<file path="src/hw/rtl/mavgw_pkg.sv">
// Shared constants for the moving average filter with warm-up.
`default_nettype none
package mavgw_pkg;

  localparam int WINDOW_MAX = 256;
  localparam int SLOT_W     = $clog2(WINDOW_MAX);
  localparam int CNT_W      = $clog2(WINDOW_MAX + 1);
  localparam int SUM_W      = 24;
  localparam int SAMPLE_W   = 16;
  localparam int CFG_IDX_W  = 2;
  localparam int CFG_DATA_W = 16;
  localparam int STEP_W     = $clog2(SUM_W + 1);

  typedef logic [CFG_IDX_W-1:0] cfg_idx_t;

  localparam cfg_idx_t REG_ENABLE        = 2'd0;
  localparam cfg_idx_t REG_WINDOW_SIZE   = 2'd1;
  localparam cfg_idx_t REG_RECORD_LENGTH = 2'd2;

endpackage
`default_nettype wire

</file>
<file path="src/hw/rtl/moving_average_warmup.sv">
// Moving average filter with warm-up over a 256-entry sample ring.
//
// One sample beat in, one value beat out. While averaging, a sample is accepted
// and the oldest sample read from the ring, then the running sum and count are
// updated, 24 steps of the restoring divider run (one quotient bit per cycle)
// and the output register is loaded once free. A sample that passes through
// skips the sum and divider. in_stall is high while a sample is in work; a
// finished value waits in the output register without blocking the next
// sample. The ring has no reset; entries are written before they are read.
`default_nettype none
module moving_average_warmup
  import mavgw_pkg::*;
(
  input  wire logic                  clk,
  input  wire logic                  rst_n,
  input  wire logic                  in_valid,
  output logic                       in_stall,
  input  wire logic [SAMPLE_W-1:0]   in_sample,
  input  wire logic                  in_first,
  output logic                       out_valid,
  input  wire logic                  out_stall,
  output logic [SAMPLE_W-1:0]        out_value,
  input  wire logic                  cfg_wr_en,
  input  wire cfg_idx_t              cfg_index,
  input  wire logic [CFG_DATA_W-1:0] cfg_data
);

  typedef enum logic [1:0] {S_IDLE, S_UPDATE, S_DIV, S_DONE} state_t;

  state_t              state_r, state_nxt;
  logic                enable_r, enable_nxt;
  logic [CNT_W-1:0]    window_r, window_nxt;
  logic [15:0]         record_r, record_nxt;
  logic [SUM_W-1:0]    sum_r, sum_nxt;
  logic [CNT_W-1:0]    cnt_r, cnt_nxt;
  logic [SLOT_W-1:0]   slot_r, slot_nxt;
  logic [SAMPLE_W-1:0] sample_r, sample_nxt;
  logic                drop_r, drop_nxt;
  logic [SUM_W-1:0]    quo_r, quo_nxt;
  logic [CNT_W-1:0]    rem_r, rem_nxt;
  logic [CNT_W-1:0]    div_r, div_nxt;
  logic [STEP_W-1:0]   step_r, step_nxt;
  logic [SAMPLE_W-1:0] res_r, res_nxt;
  logic                out_valid_r, out_valid_nxt;
  logic [SAMPLE_W-1:0] out_value_r, out_value_nxt;

  logic [SAMPLE_W-1:0] ring [WINDOW_MAX];
  logic [SAMPLE_W-1:0] ring_rd_r;

  logic                in_beat;
  logic                active;
  logic [SUM_W-1:0]    sum_eff;
  logic [CNT_W-1:0]    cnt_eff;
  logic [SLOT_W-1:0]   old_slot;
  logic [SUM_W-1:0]    sum_upd;
  logic [CNT_W-1:0]    cnt_upd;
  logic [CNT_W:0]      trial;
  logic [CNT_W:0]      trial_diff;

  assign in_stall  = (state_r != S_IDLE);
  assign in_beat   = in_valid && !in_stall;
  assign out_valid = out_valid_r;
  assign out_value = out_value_r;

  assign active = enable_r && (window_r >= CNT_W'(2)) &&
                  ({{(16-CNT_W){1'b0}}, window_r} <= record_r) &&
                  (window_r <= CNT_W'(WINDOW_MAX));

  assign sum_eff  = in_first ? '0 : sum_r;
  assign cnt_eff  = in_first ? '0 : cnt_r;
  assign old_slot = slot_r - window_r[SLOT_W-1:0];

  // oldest sample leaves only once the window is full
  assign sum_upd = sum_r
                 - (drop_r ? {{(SUM_W-SAMPLE_W){1'b0}}, ring_rd_r} : '0)
                 + {{(SUM_W-SAMPLE_W){1'b0}}, sample_r};
  assign cnt_upd = (cnt_r < CNT_W'(WINDOW_MAX)) ? cnt_r + CNT_W'(1) : cnt_r;

  assign trial      = {rem_r, quo_r[SUM_W-1]};
  assign trial_diff = trial - {1'b0, div_r};

  // Ring: read of the oldest slot comes before the write of this sample.
  always_ff @(posedge clk) begin
    if (in_beat && active) begin
      ring_rd_r    <= ring[old_slot];
      ring[slot_r] <= in_sample;
    end
  end

  always_comb begin
    state_nxt     = state_r;
    enable_nxt    = enable_r;
    window_nxt    = window_r;
    record_nxt    = record_r;
    sum_nxt       = sum_r;
    cnt_nxt       = cnt_r;
    slot_nxt      = slot_r;
    sample_nxt    = sample_r;
    drop_nxt      = drop_r;
    quo_nxt       = quo_r;
    rem_nxt       = rem_r;
    div_nxt       = div_r;
    step_nxt      = step_r;
    res_nxt       = res_r;
    out_valid_nxt = out_valid_r && out_stall;
    out_value_nxt = out_value_r;

    if (cfg_wr_en) begin
      case (cfg_index)
        REG_ENABLE:        enable_nxt = cfg_data[0];
        REG_WINDOW_SIZE:   window_nxt = cfg_data[CNT_W-1:0];
        REG_RECORD_LENGTH: record_nxt = cfg_data;
        default: ;
      endcase
    end

    case (state_r)
      S_IDLE: begin
        if (in_beat) begin
          sum_nxt    = sum_eff;
          cnt_nxt    = cnt_eff;
          sample_nxt = in_sample;
          res_nxt    = in_sample;
          drop_nxt   = (cnt_eff >= window_r);
          if (active) begin
            slot_nxt  = slot_r + SLOT_W'(1);
            state_nxt = S_UPDATE;
          end else begin
            state_nxt = S_DONE;
          end
        end
      end
      S_UPDATE: begin
        sum_nxt  = sum_upd;
        cnt_nxt  = cnt_upd;
        quo_nxt  = sum_upd;
        rem_nxt  = '0;
        div_nxt  = (cnt_upd < window_r) ? cnt_upd : window_r;
        if (div_nxt == '0) begin
          div_nxt = CNT_W'(1);
        end
        step_nxt  = '0;
        state_nxt = S_DIV;
      end
      S_DIV: begin
        if (!trial_diff[CNT_W]) begin
          rem_nxt = trial_diff[CNT_W-1:0];
          quo_nxt = {quo_r[SUM_W-2:0], 1'b1};
        end else begin
          rem_nxt = trial[CNT_W-1:0];
          quo_nxt = {quo_r[SUM_W-2:0], 1'b0};
        end
        step_nxt = step_r + STEP_W'(1);
        if (step_r == STEP_W'(SUM_W - 1)) begin
          // quotient above 16 bits saturates
          res_nxt   = (|quo_nxt[SUM_W-1:SAMPLE_W]) ? '1 : quo_nxt[SAMPLE_W-1:0];
          state_nxt = S_DONE;
        end
      end
      S_DONE: begin
        if (!out_valid_r || !out_stall) begin
          out_valid_nxt = 1'b1;
          out_value_nxt = res_r;
          state_nxt     = S_IDLE;
        end
      end
      default: state_nxt = S_IDLE;
    endcase
  end

  always_ff @(posedge clk) begin
    if (!rst_n) begin
      state_r     <= S_IDLE;
      enable_r    <= 1'b0;
      window_r    <= '0;
      record_r    <= '0;
      sum_r       <= '0;
      cnt_r       <= '0;
      slot_r      <= '0;
      out_valid_r <= 1'b0;
    end else begin
      state_r     <= state_nxt;
      enable_r    <= enable_nxt;
      window_r    <= window_nxt;
      record_r    <= record_nxt;
      sum_r       <= sum_nxt;
      cnt_r       <= cnt_nxt;
      slot_r      <= slot_nxt;
      out_valid_r <= out_valid_nxt;
    end
    sample_r    <= sample_nxt;
    drop_r      <= drop_nxt;
    quo_r       <= quo_nxt;
    rem_r       <= rem_nxt;
    div_r       <= div_nxt;
    step_r      <= step_nxt;
    res_r       <= res_nxt;
    out_value_r <= out_value_nxt;
  end

endmodule
`default_nettype wire
</file>
<file path="config.mk">
export PLATFORM = sky130hd
export DESIGN_NAME = moving_average_warmup
export DESIGN_NICKNAME = d
export VERILOG_FILES = /design/src/hw/rtl/mavgw_pkg.sv /design/src/hw/rtl/moving_average_warmup.sv
export SDC_FILE = /design/constraint.sdc
export NUM_CORES = 2
export LEC_CHECK = 0
export ABC_AREA = 0
export BUFFER_PORTS_ARGS = -buffer_cell sky130_fd_sc_hd__buf_2
export CORE_MARGIN = 3
export CORE_UTILIZATION = 38
export DETAILED_ROUTE_END_ITERATION = 8
export GPL_TIMING_DRIVEN = 1
export PLACE_DENSITY = 0.65
export SYNTH_ARGS = -nofsm -noshare
export SYNTH_HDL_FRONTEND = slang
export SYNTH_SLANG_ARGS = --single-unit
</file>
<file path="constraint.sdc">
create_clock -name clk -period 4.3 [get_ports clk]
set_clock_uncertainty 0.2 [all_clocks]
set_input_delay 0.43 -clock clk [delete_from_list [all_inputs] [get_ports clk]]
set_output_delay 0.43 -clock clk [all_outputs]
set_load 0.01 [all_outputs]
</file>
==> impl_metrics.xml <==
<?xml version="1.0" encoding="UTF-8"?>
<metrics>
  <group name="outcome">
    <metric name="status" unit="">completed</metric>
  </group>
  <group name="logic_synthesis">
    <metric name="synth-seq-cells" unit="">4278</metric>
    <metric name="postSynthCellCount" unit="">8433</metric>
    <metric name="synthesis.area" unit="um2">169000</metric>
    <metric name="asyncSetResetFlopFracSynth" unit="">0</metric>
    <metric name="number_of_warnings_printed_during_yosys_synthesis" unit="">0</metric>
    <metric name="synthesis.area_per_instance" unit="um2">20.0</metric>
    <metric name="synth_seq_area_share" unit="">0.757</metric>
    <metric name="synth.distinct_cells" unit="">85</metric>
    <metric name="syn-num-nets" unit="">8567</metric>
    <metric name="ys.flop_type" unit="">sky130_fd_sc_hd__edfxtp_1</metric>
    <metric name="synth_enable_flop_cells" unit="">4208</metric>
  </group>
  <group name="route">
    <metric name="number_of_vias_per_cell_after_detailed_routing" unit="">5.70</metric>
    <metric name="num_vias" unit="">89600</metric>
    <metric name="first_pass_iters" unit="">8</metric>
    <metric name="detail_route.wirelength" unit="um">457000</metric>
    <metric name="total_drc_errors_in_the_routed_layout" unit="">0</metric>
    <metric name="wl_per_cell" unit="um">29.0</metric>
    <metric name="first_iteration_detailed_routing_drc_count" unit="">12600</metric>
    <metric name="antenna_left" unit="">0</metric>
  </group>
  <group name="pwr">
    <metric name="p_leak" unit="nW">64.8</metric>
    <metric name="ir_drop" unit="V">0.000354</metric>
    <metric name="power.density_cell_area" unit="nW/um2">466</metric>
  </group>
  <group name="place">
    <metric name="io_buffers" unit="">57</metric>
    <metric name="placed_cells_incl_taps" unit="">14800</metric>
    <metric name="dp.final_hpwl" unit="um">277000</metric>
    <metric name="gp_congestion" unit="">0.895</metric>
  </group>
  <group name="global_routing">
    <metric name="antenna_found_initial" unit="">31</metric>
    <metric name="grt_pass1_wl" unit="um">655000</metric>
    <metric name="globalRouteOverflowTotal" unit="">0</metric>
    <metric name="first_global_vias" unit="">89700</metric>
    <metric name="track_usage" unit="">0.198</metric>
    <metric name="grt_max_degree" unit="">152</metric>
  </group>
  <group name="clock_tree">
    <metric name="clock_input_transition_at_the_sequential_cells_of_the_worst_setup_and_hold_paths" unit="ns">0.06</metric>
    <metric name="clock_latency_on_the_worst_skew_pair" unit="ns">1.03</metric>
    <metric name="clock-sinks" unit="">4278</metric>
    <metric name="cts_buffer_depth" unit="">4</metric>
    <metric name="h_tree_levels" unit="">5</metric>
    <metric name="tritoncts.num_buffers" unit="">422</metric>
    <metric name="clock-root-buffer" unit="">sky130_fd_sc_hd__clkbuf_16</metric>
    <metric name="tritoncts" unit="">built</metric>
  </group>
  <group name="setup_path">
    <metric name="rr_endpoint" unit="">ring_rd_r[0]</metric>
    <metric name="worstSetupPathType" unit="">flip-flop to flip-flop</metric>
    <metric name="source_of_the_worst_register_to_register_timing_path" unit="">slot_r[0]</metric>
    <metric name="worst-path-max-fanout" unit="">8</metric>
    <metric name="cp_data_required_time" unit="ns">4.83</metric>
    <metric name="timing.critical_path.from" unit="">slot_r[0]</metric>
    <metric name="critical_path.endpoint_type" unit="">flip-flop</metric>
    <metric name="critical_path_cell_sequence" unit="">inv_2, ha_4, inv_2, fa_4, buf_6, buf_12, buf_4, mux4_2, and2_0, a221oi_1, a311oi_2, o21ai_1, buf_4, and4b_2, a221oi_4, and3_1</metric>
    <metric name="critPathSlowestCell" unit="">sky130_fd_sc_hd__fa_4</metric>
    <metric name="ff2ff_path_depth" unit="">16</metric>
    <metric name="cp.arrival" unit="ns">4.79</metric>
    <metric name="startpoint_type" unit="">flip-flop</metric>
    <metric name="cp_slowest_stage_delay" unit="ns">0.85</metric>
    <metric name="rrSetupSlack" unit="ns">0.04</metric>
  </group>
  <group name="run">
    <metric name="max_cap_viol_count" unit="">0</metric>
  </group>
  <group name="layout">
    <metric name="final_util" unit="">0.453</metric>
    <metric name="filler_cell_count" unit="">36800</metric>
    <metric name="layout.nets" unit="">9588</metric>
    <metric name="finalNonFillerCells" unit="">15700</metric>
    <metric name="area_growth_syn_to_layout" unit="%">18.6</metric>
    <metric name="post_route_cells_drive_above_1_share" unit="">0.293</metric>
  </group>
  <group name="die">
    <metric name="die_area" unit="um2">452000</metric>
    <metric name="boundaryPins" unit="">58</metric>
    <metric name="number_of_cell_rows" unit="">244</metric>
    <metric name="initial_utilization" unit="">0.382</metric>
    <metric name="die_width" unit="um">673</metric>
    <metric name="fp.dieH" unit="um">673</metric>
    <metric name="design.core.area" unit="um2">442000</metric>
  </group>
  <group name="sta">
    <metric name="timing.final.crit_share" unit="">0.991</metric>
    <metric name="fin_hold_ws" unit="ns">0.0883</metric>
    <metric name="timing_hold_violations_final" unit="">0</metric>
    <metric name="achievable-frequency" unit="MHz">235</metric>
    <metric name="slew_headroom" unit="">0.0946</metric>
    <metric name="finalMaxSlewViolations" unit="">0</metric>
    <metric name="grt_setup_unrepaired" unit="">true</metric>
    <metric name="tightest_slew" unit="ns">1.36</metric>
    <metric name="timing.final.setup_violations" unit="">0</metric>
    <metric name="min_period" unit="ns">4.26</metric>
  </group>
  <group name="min_path">
    <metric name="min_delay_endpoint" unit="">window_r[8]</metric>
    <metric name="classification_of_the_worst_slack_hold_path" unit="">input port to flip-flop</metric>
    <metric name="min_delay_path_depth" unit="">4</metric>
    <metric name="min_from" unit="">cfg_data[8]</metric>
  </group>
</metrics>
logic make-up after synthesis:
logic type      share of synthesized area
compound gates                     0.0225
xor+xnor                          0.00214
fa+ha+maj                         0.00777
buf+inv                            0.0180
flops                               0.757
mux                                 0.147
simple gates                       0.0454
metal layers:
layer / track usage / part of all wire / vias to the layer above
met1: 0.281 / 0.40 / 47400
li1: - / - / 36500
met3: 0.0419 / 0.10 / 781
met4: 0.0678 / 0.037 / 10
met2: 0.305 / 0.46 / 4909
met5: 0 / 0.00068 / -
Yosys cell counts, types with 34 or more instances:
| library cell | n | area, um2 |
|---|---|---|
| sky130_fd_sc_hd__and3_1 | 85 | 532 |
| sky130_fd_sc_hd__a31oi_1 | 70 | 438 |
| sky130_fd_sc_hd__nand3_1 | 233 | 1170 |
| sky130_fd_sc_hd__buf_6 | 39 | 439 |
| sky130_fd_sc_hd__buf_1 | 35 | 131 |
| sky130_fd_sc_hd__buf_4 | 97 | 728 |
| sky130_fd_sc_hd__a21oi_1 | 97 | 485 |
| sky130_fd_sc_hd__and2_1 | 38 | 238 |
| sky130_fd_sc_hd__nor2_1 | 361 | 1360 |
| sky130_fd_sc_hd__a22oi_1 | 34 | 255 |
| sky130_fd_sc_hd__mux2i_1 | 53 | 531 |
| sky130_fd_sc_hd__mux4_2 | 1069 | 24100 |
| sky130_fd_sc_hd__dfxtp_1 | 70 | 1400 |
| sky130_fd_sc_hd__o21ai_0 | 64 | 320 |
| sky130_fd_sc_hd__nor2b_1 | 50 | 313 |
| sky130_fd_sc_hd__nand2_1 | 845 | 3170 |
| sky130_fd_sc_hd__edfxtp_1 | 4208 | 126000 |
| sky130_fd_sc_hd__clkbuf_1 | 190 | 713 |
| sky130_fd_sc_hd__ha_1 | 76 | 951 |
| sky130_fd_sc_hd__inv_1 | 118 | 443 |
| sky130_fd_sc_hd__a311oi_1 | 87 | 762 |
| sky130_fd_sc_hd__buf_2 | 117 | 586 |
registers in the layout, indices dropped and copies added, names as in the netlist:
register	count
cnt_r	9
div_r	9
drop_r	1
enable_r	1
out_valid	1
out_value	16
quo_r	24
record_r	16
rem_r	9
res_r	16
ring	4096
ring_rd_r	16
sample_r	16
slot_r	8
state_r	2
step_r	5
sum_r	24
window_r	9
through the flow:
step	power (W)	cell area [um2]	setup slack, ns	TNS, ns
6_report	0.0934	200000	0.0389	0
3_3_place_gp	0.0571	184000	-1.04	-7.95
2_1_floorplan	0.0527	169000	0.291	0
3_5_place_dp	0.0573	184000	-0.936	-7.13
5_1_grt	0.0962	200000	-0.0859	-0.162
4_1_cts	0.0937	200000	-0.0159	-0.0159
power breakdown:
| group | switching [W] | internal, W | total [W] |
|---|---|---|---|
| sequential | 0.000209 | 0.0465 | 0.0467 |
| combinational | 0.00638 | 0.00394 | 0.0103 |
| clock | 0.0157 | 0.0207 | 0.0364 |
layout by cell type, fill, tap and decap left out, drive strengths merged, types with 50 or more instances in the layout:
cell | synthesis | final
edfxtp | 4208 | 4208
mux4 | 1069 | 1069
buf | 288 | 1002
nand2 | 845 | 845
clkbuf | 190 | 510
nor2 | 362 | 362
nand3 | 233 | 233
clkinv | 0 | 190
inv | 119 | 132
a21oi | 97 | 97
a311oi | 88 | 88
and3 | 85 | 85
ha | 76 | 76
dfxtp | 70 | 70
a31oi | 70 | 70
dlygate4sd3 | 0 | 68
o21ai | 66 | 66
mux2i | 53 | 53
nor2b | 50 | 50
critical path, delay by kind of cell (launching register included):
family	cells	cell delay, ns
flops	1	0.32
fa+ha+maj	2	0.99
buf+inv	6	0.76
mux	1	0.29
simple gates	3	0.71
compound gates	4	0.71
worst max-delay path by stage:
stage	end	slack [ns]
final	ring_rd_r[0]	0.04
after global routing	ring_rd_r[0]	-0.09
after CTS	ring_rd_r[5]	-0.02
after detailed placement	ring_rd_r[6]	-0.94
after global placement	ring_rd_r[6]	-1.04
after floorplan	ring[223][0]	0.29
timing repair:
| item | CTS | global route |
|---|---|---|
| buffers inserted | 19 | 19 |
| pin swaps | 16 | 43 |
| hold endpoints to repair | 1571 | 0 |
| resized for setup | 103 | 75 |
| cloned | 6 | 3 |
| hold buffers | 68 | 0 |
| endpoints found under the setup margin | 16 | 18 |
final cells by class:
cell class                 instances  area, um2  area share
tap                             5904       7390      0.0369
antenna                           19       47.5    0.000237
clock buffer                     507      11000      0.0551
timing repair buffer            1075      12100      0.0603
sequential                      4278     128000       0.638
clock inverter                   265       2580      0.0129
inverter                         119        447     0.00223
multi-input combinational       3558      38900       0.194
(Power assumes the default switching activity.)
